<file path="src/hw/rtl/sha224_pkg.sv">
// SHA-224 shared package: round constants, initial hash, control struct
// and the sigma functions used by the schedule and round datapaths.
// No dependencies.
`default_nettype none

package sha224_pkg;

    localparam int unsigned WORD_W   = 32;
    localparam int unsigned NUM_VARS = 8;
    localparam int unsigned WIN_LEN  = 16;
    localparam int unsigned ROUNDS   = 64;

    localparam logic [3:0] LAST_WORD_POS = 4'd15;
    localparam logic [5:0] LAST_ROUND    = 6'd63;
    localparam logic [2:0] DIGEST_LAST   = 3'd6;

    // Sequencer states
    localparam logic [1:0] ST_IDLE   = 2'd0;
    localparam logic [1:0] ST_ROUND  = 2'd1;
    localparam logic [1:0] ST_UPDATE = 2'd2;
    localparam logic [1:0] ST_OUT    = 2'd3;

    typedef logic [WORD_W-1:0] t_word;

    // Controls from the sequencer to the hash datapath
    typedef struct packed {
        logic load_init;   // load the SHA-224 initial hash
        logic load_vars;   // copy hash words into the working variables
        logic round_en;    // run one compression round
        logic update;      // add the working variables into the hash
    } t_round_ctrl;

    localparam t_word INIT_HASH [NUM_VARS] = '{
        32'hc1059ed8, 32'h367cd507, 32'h3070dd17, 32'hf70e5939,
        32'hffc00b31, 32'h68581511, 32'h64f98fa7, 32'hbefa4fa4
    };

    localparam t_word ROUND_K [ROUNDS] = '{
        32'h428a2f98, 32'h71374491, 32'hb5c0fbcf, 32'he9b5dba5,
        32'h3956c25b, 32'h59f111f1, 32'h923f82a4, 32'hab1c5ed5,
        32'hd807aa98, 32'h12835b01, 32'h243185be, 32'h550c7dc3,
        32'h72be5d74, 32'h80deb1fe, 32'h9bdc06a7, 32'hc19bf174,
        32'he49b69c1, 32'hefbe4786, 32'h0fc19dc6, 32'h240ca1cc,
        32'h2de92c6f, 32'h4a7484aa, 32'h5cb0a9dc, 32'h76f988da,
        32'h983e5152, 32'ha831c66d, 32'hb00327c8, 32'hbf597fc7,
        32'hc6e00bf3, 32'hd5a79147, 32'h06ca6351, 32'h14292967,
        32'h27b70a85, 32'h2e1b2138, 32'h4d2c6dfc, 32'h53380d13,
        32'h650a7354, 32'h766a0abb, 32'h81c2c92e, 32'h92722c85,
        32'ha2bfe8a1, 32'ha81a664b, 32'hc24b8b70, 32'hc76c51a3,
        32'hd192e819, 32'hd6990624, 32'hf40e3585, 32'h106aa070,
        32'h19a4c116, 32'h1e376c08, 32'h2748774c, 32'h34b0bcb5,
        32'h391c0cb3, 32'h4ed8aa4a, 32'h5b9cca4f, 32'h682e6ff3,
        32'h748f82ee, 32'h78a5636f, 32'h84c87814, 32'h8cc70208,
        32'h90befffa, 32'ha4506ceb, 32'hbef9a3f7, 32'hc67178f2
    };

    function automatic t_word big_sigma0(input t_word x);
        return {x[1:0], x[31:2]} ^ {x[12:0], x[31:13]} ^ {x[21:0], x[31:22]};
    endfunction

    function automatic t_word big_sigma1(input t_word x);
        return {x[5:0], x[31:6]} ^ {x[10:0], x[31:11]} ^ {x[24:0], x[31:25]};
    endfunction

    function automatic t_word small_sigma0(input t_word x);
        return {x[6:0], x[31:7]} ^ {x[17:0], x[31:18]} ^ (x >> 3);
    endfunction

    function automatic t_word small_sigma1(input t_word x);
        return {x[16:0], x[31:17]} ^ {x[18:0], x[31:19]} ^ (x >> 10);
    endfunction

endpackage

`default_nettype wire

</file>
<file path="src/hw/rtl/sha224_block_hasher.sv">
// SHA-224 block hasher top level: handshakes, word and round sequencer,
// digest output. Uses sha224_pkg, sha224_sched and sha224_round.
//
// Input stream: one 32-bit big-endian word of a padded message per
// transaction; tuser is the first-of-message flag (loads the SHA-224
// initial hash and restarts the block), tlast marks the final block.
// Message words are taken one per cycle while the block is idle. After the
// sixteenth word of a block, tready drops for the 64 rounds on the
// one round unit (one round per cycle) and the add into the hash.
// If the block was final, seven digest words follow on the output stream,
// most significant first, tuser holding the word index and tlast set on
// the seventh. The first digest word is valid on the cycle after the hash
// update. The output holds while the receiver stalls and no new word is
// taken until the seventh digest transaction completes.
// Reset loads the SHA-224 initial hash and clears the word count and the
// final-block flag.
`default_nettype none

module sha224_block_hasher (
    input  wire        i_clk,
    input  wire        i_rst_n,
    input  wire        i_s_axis_tvalid,
    output logic       o_s_axis_tready,
    input  wire [31:0] i_s_axis_tdata,   // [31:0] message_word
    input  wire [0:0]  i_s_axis_tuser,   // [0] first_of_message
    input  wire        i_s_axis_tlast,   // last_of_message
    output logic       o_m_axis_tvalid,
    input  wire        i_m_axis_tready,
    output logic [31:0] o_m_axis_tdata,  // [31:0] digest_word
    output logic [2:0] o_m_axis_tuser,   // [2:0] digest_index
    output logic       o_m_axis_tlast    // last_digest_word
);

    logic [1:0] r_state, n_state;
    logic [3:0] r_count, n_count;
    logic       r_final, n_final;
    logic [5:0] r_round, n_round;
    logic [2:0] r_idx,   n_idx;

    logic       s_accept;
    logic       m_accept;
    sha224_pkg::t_round_ctrl ctrl;
    sha224_pkg::t_word       sched_w;
    sha224_pkg::t_word       rd_word;

    assign o_s_axis_tready = (r_state == sha224_pkg::ST_IDLE);
    assign s_accept        = i_s_axis_tvalid && o_s_axis_tready;
    assign o_m_axis_tvalid = (r_state == sha224_pkg::ST_OUT);
    assign m_accept        = o_m_axis_tvalid && i_m_axis_tready;

    // Sequencer: collect words, run rounds, update, emit digest
    always_comb begin
        n_state = r_state;
        n_count = r_count;
        n_final = r_final;
        n_round = r_round;
        n_idx   = r_idx;
        ctrl    = '0;
        case (r_state)
            sha224_pkg::ST_IDLE: begin
                if (s_accept) begin
                    ctrl.load_init = i_s_axis_tuser[0];
                    if (i_s_axis_tuser[0]) begin
                        n_count = 4'd1;
                        n_final = i_s_axis_tlast;
                    end else if (r_count == sha224_pkg::LAST_WORD_POS) begin
                        ctrl.load_vars = 1'b1;
                        n_count = 4'd0;
                        n_final = r_final || i_s_axis_tlast;
                        n_round = 6'd0;
                        n_state = sha224_pkg::ST_ROUND;
                    end else begin
                        n_count = r_count + 4'd1;
                        n_final = r_final || i_s_axis_tlast;
                    end
                end
            end
            sha224_pkg::ST_ROUND: begin
                ctrl.round_en = 1'b1;
                n_round = r_round + 6'd1;
                if (r_round == sha224_pkg::LAST_ROUND) begin
                    n_state = sha224_pkg::ST_UPDATE;
                end
            end
            sha224_pkg::ST_UPDATE: begin
                ctrl.update = 1'b1;
                n_idx = 3'd0;
                if (r_final) begin
                    n_final = 1'b0;
                    n_state = sha224_pkg::ST_OUT;
                end else begin
                    n_state = sha224_pkg::ST_IDLE;
                end
            end
            sha224_pkg::ST_OUT: begin
                if (m_accept) begin
                    n_idx = r_idx + 3'd1;
                    if (r_idx == sha224_pkg::DIGEST_LAST) begin
                        n_state = sha224_pkg::ST_IDLE;
                    end
                end
            end
            default: begin
                n_state = sha224_pkg::ST_IDLE;
            end
        endcase
    end

    // Hold control state
    always_ff @(posedge i_clk) begin
        if (!i_rst_n) begin
            r_state <= sha224_pkg::ST_IDLE;
            r_count <= 4'd0;
            r_final <= 1'b0;
            r_round <= 6'd0;
            r_idx   <= 3'd0;
        end else begin
            r_state <= n_state;
            r_count <= n_count;
            r_final <= n_final;
            r_round <= n_round;
            r_idx   <= n_idx;
        end
    end

    sha224_sched u_sched (
        .i_clk     (i_clk),
        .i_load    (s_accept),
        .i_word    (i_s_axis_tdata),
        .i_advance (ctrl.round_en),
        .o_w       (sched_w)
    );

    sha224_round u_round (
        .i_clk     (i_clk),
        .i_rst_n   (i_rst_n),
        .i_ctrl    (ctrl),
        .i_k       (sha224_pkg::ROUND_K[r_round]),
        .i_w       (sched_w),
        .i_rd_idx  (r_idx),
        .o_rd_word (rd_word)
    );

    // Drive the digest word straight from the hash registers
    assign o_m_axis_tdata = rd_word;
    assign o_m_axis_tuser = r_idx;
    assign o_m_axis_tlast = (r_idx == sha224_pkg::DIGEST_LAST);

endmodule

`default_nettype wire

</file>
<file path="src/hw/rtl/sha224_sched.sv">
// SHA-224 message schedule: a 16-word shift window that takes message words
// while loading and expands one schedule word per round. Uses sha224_pkg.
`default_nettype none

module sha224_sched (
    input  wire                 i_clk,
    input  wire                 i_load,     // shift in a message word
    input  wire sha224_pkg::t_word i_word,
    input  wire                 i_advance,  // consume one word, append W[t+16]
    output sha224_pkg::t_word   o_w         // schedule word for this round
);

    sha224_pkg::t_word r_win [sha224_pkg::WIN_LEN];
    sha224_pkg::t_word n_expand;
    sha224_pkg::t_word n_tail;

    // Next schedule word from the fixed window taps
    always_comb begin
        n_expand = sha224_pkg::small_sigma1(r_win[14]) + r_win[9]
                 + sha224_pkg::small_sigma0(r_win[1]) + r_win[0];
        n_tail   = i_load ? i_word : n_expand;
    end

    // Shift the window toward entry 0
    always_ff @(posedge i_clk) begin
        if (i_load || i_advance) begin
            for (int i = 0; i < sha224_pkg::WIN_LEN - 1; i++) begin
                r_win[i] <= r_win[i+1];
            end
            r_win[sha224_pkg::WIN_LEN-1] <= n_tail;
        end
    end

    assign o_w = r_win[0];

endmodule

`default_nettype wire

</file>
<file path="src/hw/rtl/sha224_round.sv">
// SHA-224 hash state and compression round: eight hash words, eight working
// variables and one shared round unit. Uses sha224_pkg.
`default_nettype none

module sha224_round (
    input  wire                     i_clk,
    input  wire                     i_rst_n,
    input  wire sha224_pkg::t_round_ctrl i_ctrl,
    input  wire sha224_pkg::t_word  i_k,
    input  wire sha224_pkg::t_word  i_w,
    input  wire [2:0]               i_rd_idx,
    output sha224_pkg::t_word       o_rd_word
);

    sha224_pkg::t_word r_hash [sha224_pkg::NUM_VARS];
    sha224_pkg::t_word r_v    [sha224_pkg::NUM_VARS];
    sha224_pkg::t_word n_t1;
    sha224_pkg::t_word n_t2;

    // One round: T1 and T2 from the current working variables
    always_comb begin
        n_t1 = r_v[7] + sha224_pkg::big_sigma1(r_v[4])
             + ((r_v[4] & r_v[5]) ^ (~r_v[4] & r_v[6])) + i_k + i_w;
        n_t2 = sha224_pkg::big_sigma0(r_v[0])
             + ((r_v[0] & r_v[1]) ^ (r_v[0] & r_v[2]) ^ (r_v[1] & r_v[2]));
    end

    // Hash state: initial value, or accumulate after a block
    always_ff @(posedge i_clk) begin
        if (!i_rst_n || i_ctrl.load_init) begin
            for (int i = 0; i < sha224_pkg::NUM_VARS; i++) begin
                r_hash[i] <= sha224_pkg::INIT_HASH[i];
            end
        end else if (i_ctrl.update) begin
            for (int i = 0; i < sha224_pkg::NUM_VARS; i++) begin
                r_hash[i] <= r_hash[i] + r_v[i];
            end
        end
    end

    // Working variables: seed from hash, then rotate through the rounds
    always_ff @(posedge i_clk) begin
        if (i_ctrl.load_vars) begin
            for (int i = 0; i < sha224_pkg::NUM_VARS; i++) begin
                r_v[i] <= r_hash[i];
            end
        end else if (i_ctrl.round_en) begin
            r_v[7] <= r_v[6];
            r_v[6] <= r_v[5];
            r_v[5] <= r_v[4];
            r_v[4] <= r_v[3] + n_t1;
            r_v[3] <= r_v[2];
            r_v[2] <= r_v[1];
            r_v[1] <= r_v[0];
            r_v[0] <= n_t1 + n_t2;
        end
    end

    assign o_rd_word = r_hash[i_rd_idx];

endmodule

`default_nettype wire
</file>
<file path="config.mk">
export PLATFORM = sky130hd
export DESIGN_NAME = sha224_block_hasher
export DESIGN_NICKNAME = d
export VERILOG_FILES = /design/src/hw/rtl/sha224_pkg.sv /design/src/hw/rtl/sha224_block_hasher.sv /design/src/hw/rtl/sha224_sched.sv /design/src/hw/rtl/sha224_round.sv
export SDC_FILE = /design/constraint.sdc
export NUM_CORES = 2
export LEC_CHECK = 0
export BUFFER_PORTS_ARGS = -buffer_cell sky130_fd_sc_hd__buf_2
export CORE_MARGIN = 2
export CORE_UTILIZATION = 40
export CTS_BUF_LIST = sky130_fd_sc_hd__clkbuf_4
export DETAILED_ROUTE_END_ITERATION = 8
export GPL_TIMING_DRIVEN = 0
export PLACE_DENSITY_LB_ADDON = 0.25
export RECOVER_POWER = 25
export SYNTH_ARGS = -nofsm -noshare
export SYNTH_HDL_FRONTEND = slang
export SYNTH_SLANG_ARGS = --single-unit
export TNS_END_PERCENT = 5
</file>
<file path="constraint.sdc">
create_clock -name i_clk -period 21.5 [get_ports i_clk]
set_clock_uncertainty 0.15 [all_clocks]
set_input_delay 5.375 -clock i_clk [delete_from_list [all_inputs] [get_ports i_clk]]
set_output_delay 5.375 -clock i_clk [all_outputs]
set_load 0.05 [all_outputs]
</file>
Word level (Yosys, flattened, before mapping)
Memory sizes are Yosys's and may differ from the RTL's. A register that Yosys moved wholly into a read port is not among the register bits.
Index checks and enable logic that the tools add are counted.
{ "totals": {"register_bits": 16, "latchBits": 0, "mem_bits_rw": 1024, "mem_bits_ro": 2048, "output_inout_bits": 38, "word_cells": 150, "mem_count": 4} }
{ "memory_table": {"columns": ["name", "words", "word_bits", "read_ports", "rd_ports_with_merged_regs", "write_ports", "line_no", "rtl"], "rows": [
  ["(no name shown)", 64, 32, 1, 0, 0, "sha224_block_hasher.sv:138", ".i_k (sha224_pkg::ROUND_K[r_round]),"],
  ["u_sched.r_win", 16, 32, 16, 0, 16, "sha224_sched.sv:13", "sha224_pkg::t_word r_win [sha224_pkg::WIN_LEN];"],
  ["u_round.r_hash", 8, 32, 9, 1, 8, "sha224_round.sv:15", "sha224_pkg::t_word r_hash [sha224_pkg::NUM_VARS];"],
  ["u_round.r_v", 8, 32, 8, 0, 8, "sha224_round.sv:16", "sha224_pkg::t_word r_v [sha224_pkg::NUM_VARS];"]
]} }
{ "classes": {"add_sub_neg": 21, "n_mul": 0, "div": 0, "magnitude_cmp": 1, "n_eq_ne": 12, "shifts": 0, "muxes": 58, "n_bitwise": 34, "reduce_logical": 15} }
{ "op_table": {"columns": ["op", "n"], "rows": [
  ["$mux W32", 19],
  ["$add A32 B32 Y32", 18],
  ["$xor A32 B32 Y32", 9],
  ["$and A32 B32 Y32", 5],
  ["$not A32 Y32", 1],
  ["$xor A32 B22 Y32", 1],
  ["$xor A32 B29 Y32", 1],
  ["$mux W1", 18],
  ["$mux W2", 9],
  ["$mux W6", 3],
  ["$or A1 B1 Y1", 16],
  ["$pmux W6 S2", 1],
  ["$mux W3", 3],
  ["$mux W4", 2],
  ["$ne A2 B1 Y1 const B", 4],
  ["$pmux W2 S4", 1],
  ["$ge A7 B7 Y1 const B", 1],
  ["$not A6 Y7", 1],
  ["$add A6 B1 Y6 const B", 1],
  ["$eq A6 B6 Y1 const B", 1],
  ["$pmux W3 S2", 1],
  ["$reduce_and A2 Y1", 3],
  ["$reduce_and A6 Y1", 1],
  ["$reduce_bool A2 Y1", 3],
  ["other kinds (13)", 18]
]} }

Longest topological paths before layout
{ "depth": {"ltp_word": 9, "mapped_depth": 38} }

Cells and area by module
A second synthesis with hierarchy kept.
{ "hier_totals": {"cells_unflattened": 6244, "area_unflattened_um2": 67016.8} }
{ "modules_own_cells": {"columns": ["module", "n_inst", "cells_per_inst", "area_per_inst_um2", "seq_area_each_um2"], "rows": [
  ["sha224_round", 1, 4461, 42411.9, 15374.7],
  ["sha224_sched", 1, 1180, 20484.6, 15374.7],
  ["sha224_block_hasher", 1, 603, 4120.2, 320.3]
]} }

Worst setup path after synthesis
OpenSTA, ideal clock, no wires.
{ "synth_path": {"kind": "reg2reg", "start": "register r_state[1]", "end": "memory u_round.r_hash[0][0] (netlist name) (enable)", "arrival_time_ns": 18.502, "required_time_ns": 20.122, "path_slack_ns": 1.620, "path_stages_with_launch": 3, "n_path_buf": 0, "synth_period_minus_slack_ns": 19.880, "path_cell_list": "dfxtp_1 > clkinv_1 > o21ai_0"} }
{ "synth_lines": {"columns": ["item", "line_no", "rtl"], "rows": [
  ["start, declared", "sha224_block_hasher.sv:34", "logic [1:0] r_state, n_state;"],
  ["start signal, assigned", "sha224_block_hasher.sv:112", "r_state <= sha224_pkg::ST_IDLE;"],
  ["start signal, assigned", "sha224_block_hasher.sv:118", "r_state <= n_state;"],
  ["end, declared", "sha224_round.sv:15", null]
]} }

==> flow_summary_export.csv <==
group,metric,value,unit
status,status,"finished, violations left",
status,violations,"max-capacitance violations, max-slew violations",
drt,vias,50049,
sta,fin_crit,12110,ps
cts,cts_sinks,1043,
setup_path,required,22350,ps
cts,cts_setup_buffers,0,
logic_synthesis,netlist_area,0.0658,mm2
cts,tritoncts,"built",
finish,layout.nets,7069,
floorplanning,core-area,0.163,mm2
placed_design,gp_congestion,1.01,
floorplanning,fp.dieW,410,um
logic_synthesis,avgSynthCellArea,10.9,um2
grt,antenna_found_initial,7,
cts,ctsResizeCount,0,
sta,rsz0062_at_grt,"false",
worst_hold_path,hold_class,"register to register",
drt,totalWireLength,235,mm
floorplanning,ioPinCount,76,
drt,vias_per_cell,5.68,
power,power_density,93.2,mW/mm2
grt,grt_pass1_wl,337,mm
floorplanning,die_y,410,um
logic_synthesis,synth_edf_count,1024,
run,maxCapViolations,1,
logic_synthesis,synth-seq-cells,1043,
cts,cts-buffers-inserted,307,
sta,tightest_slew,1590,ps
logic_synthesis,yosys.cell_types.count,86,
logic_synthesis,synthSimpleGateAreaFrac,11.7,%
logic_synthesis,synth_xor_area_share,7.42,%
finish,most-common-layout-cells,"1024 x edfxtp_1, 983 x nand2_1, 430 x clkbuf_4",
worst_hold_path,worstHoldStart,"u_sched.r_win[0][202]$_DFFE_PP_",
grt,grt-ovfl-total,0,
power,peakVddDrop,0.0000937,V
cts,clockRootBuffer,"clkbuf_4",
logic_synthesis,async_flop_share,0,%
sta,finalHoldViolCount,0,
logic_synthesis,synth_top_area_cell,"edfxtp_1",
logic_synthesis,synth_area_leaders,"edfxtp_1 47%, ha_1 7.5%, fa_1 5.9%",
setup_path,worstSetupPathType,"register to register",
finish,final_layout_size_suffix_gt1_share,10.6,%
setup_path,start_kind,"register",
logic_synthesis,yosysSeqAreaShare,47.3,%
finish,synthToLayoutAreaGrowth,11.0,%
cts,htree_levels,5,
finish,fin_util,44.8,%
grt,grt_util_all_layers,27.7,%
setup_path,critPathMaxStageDelay,970,ps
cts,clock_path_buffers,4,
sta,finalSetupViolations,0,
logic_synthesis,ys_warn_count,0,
grt,grt_max_degree,108,
drt,drc_errors,0,
finish,final_area,0.0730,mm2
setup_path,rr_endpoint,"u_round.r_v[0][31]$_DFFE_PP_",
sta,finalCritPeriodShare,56.3,%
power,p_leak,28.2,nW
grt,grt_pass1_vias,49811,
setup_path,worst-path-max-fanout,14,
setup_path,cp_slowest_cell,"a2111oi_0",
logic_synthesis,synth_top_area_share,46.7,%
drt,firstDrtPassIters,7,
logic_synthesis,synth-compound-area-share,13.0,%
cts,clkLatencyLatePin,1340,ps
sta,max_freq,82.6,MHz
setup_path,rr_startpoint,"r_round[0]$_SDFFE_PN0P_",
drt,wire_per_inst,26.7,um
placed_design,numPortBuffers,75,
worst_hold_path,whs_path_depth,0,
placed_design,dpl_cell_area,0.0694,mm2
drt,drt-initial-drc-count,4588,
setup_path,arrival,12960,ps
setup_path,r2r_slack,9390,ps
sta,setup_tns,0,ps
floorplanning,die_area,0.168,mm2
worst_hold_path,min_to,"u_sched.r_win[0][170]$_DFFE_PP_",
cts,hold_buffers,0,
setup_path,crit_path_end_kind,"register",
sta,slew_headroom,-5.74,%
logic_synthesis,synthAdderAreaFrac,13.7,%
setup_path,cpMostUsedCell,"a21oi_1",
sta,holdWs,184,ps
cts,clkSlewWorstSetupHoldPaths,70,ps
placed_design,hpwl,183,mm
floorplanning,rows,148,
logic_synthesis,synth_nets,6664,
drt,ant_nets,0,
floorplanning,start_util,40.4,%
logic_synthesis,synthCells,6038,
setup_path,r2r_cells,32,
logic_synthesis,synthFlopType,"edfxtp_1",
logic_synthesis,synth_top_family_by_area,"adder cells",
sta,drv_slew,11,
finish,layout_commonest_cell,"edfxtp_1",
logic_synthesis,synth.area.mux_share,3.66,%
-- synthesized netlist by cell type (9+ instances only) --
master     count
edfxtp_1    1024
nand2_1      984
ha_1         393
xnor2_1      375
a21oi_1      353
o21ai_0      348
nor2_1       342
inv_1        309
clkbuf_1     221
a21o_1       202
fa_1         195
xor2_1       182
nor3_1        77
mux4_2        72
nand3_1       69
nand2b_1      62
o21a_1        58
a211oi_1      55
o21bai_1      54
and3_1        47
nor2b_1       46
a31oi_1       44
mux2i_1       38
mux2_2        36
buf_1         32
nand4_1       31
o31ai_1       30
o211ai_1      26
maj3_1        22
or3_1         21
dfxtp_1       19
and2_1        18
nor3b_1       18
a21boi_0      14
or2_2         14
o22ai_1       12
a311oi_1      11
o311ai_0      11
o31a_1        11
a2111oi_0      9
a22oi_1        9
a311o_1        9
or4_1          9
-- critical path: cells and delay by family (launching register included) --
| family | cells | cell delay (ps) |
|---|---|---|
| flops | 1 | 490 |
| xor+xnor | 2 | 800 |
| compound gates | 15 | 4470 |
| simple gates | 2 | 580 |
| fa+ha+maj | 6 | 2510 |
| buf+inv | 7 | 2770 |
-- stage by stage --
step,power (mW),instances,setup slack (ps)
detailed placement,4.93,8309,9670
floorplan,4.30,6038,1620
CTS,6.82,8799,9630
global route,7.21,8806,8930
finish,6.80,8806,9390
global placement,4.97,8288,-11490
-- cell type report --
type | instances | area (um2)
well taps | 2175 | 2720
plain buffers | 255 | 966
clock inverters | 60 | 353
fillers | 15425 | 89900
diodes | 7 | 17.5
inverters | 312 | 1180
flip-flops and latches | 1043 | 31100
repair buffers | 96 | 878
multi-input cells | 4428 | 32500
clock buffers | 430 | 3230
-- power breakdown --
group / switching (mW) / total, mW / internal, mW
Sequential: 0.112 / 2.55 / 2.43
Clock: 0.892 / 1.85 / 0.960
Combinational: 1.42 / 2.41 / 0.983
-- kinds of logic (layout without fill, tap and decap cells) --
kind of cell | Yosys count | in the layout
other | 0 | 7
DFF | 1043 | 1043
buffers and inverters | 567 | 1153
xor gates and xnor gates | 557 | 557
and+or+nand+nor | 1772 | 1772
muxes | 146 | 146
adders and majority gates | 610 | 610
AOI/OAI and AO/OA | 1343 | 1343
-- layer usage --
layer	routed length [um]	vias up	share of wire, %	track usage (%)
met4	13400	2	5.7	14.7
met2	107000	2018	46	44.2
met1	99200	24827	42	36.2
met3	14900	519	6.3	4.57
li1	-	22683	-	-
met5	19	-	0.0081	0
-- registers in the layout (all words and copies together), names as in the netlist, named ones only --
name            flops
u_round.r_v       256
r_final             1
u_round.r_hash    256
o_m_axis_tuser      3
u_sched.r_win     512
r_state             2
r_round             6
r_count             4
-- worst max path at each step --
stage	cells past startpoint	start	endpoint
floorplan	2	r_state[1]$_SDFFE_PN0P_	u_round.r_hash[0][0]$_SDFFCE_PN0P_
CTS	34	r_round[0]$_SDFFE_PN0P_	u_round.r_v[0][31]$_DFFE_PP_
global route	34	r_round[0]$_SDFFE_PN0P_	u_round.r_v[0][31]$_DFFE_PP_
global placement	2	r_state[1]$_SDFFE_PN0P_	u_round.r_hash[0][30]$_SDFFCE_PN1P_
detailed placement	34	r_round[0]$_SDFFE_PN0P_	u_round.r_v[0][31]$_DFFE_PP_
finish	32	r_round[0]$_SDFFE_PN0P_	u_round.r_v[0][31]$_DFFE_PP_
No activity file was read; power rests on OpenSTA's default activity.
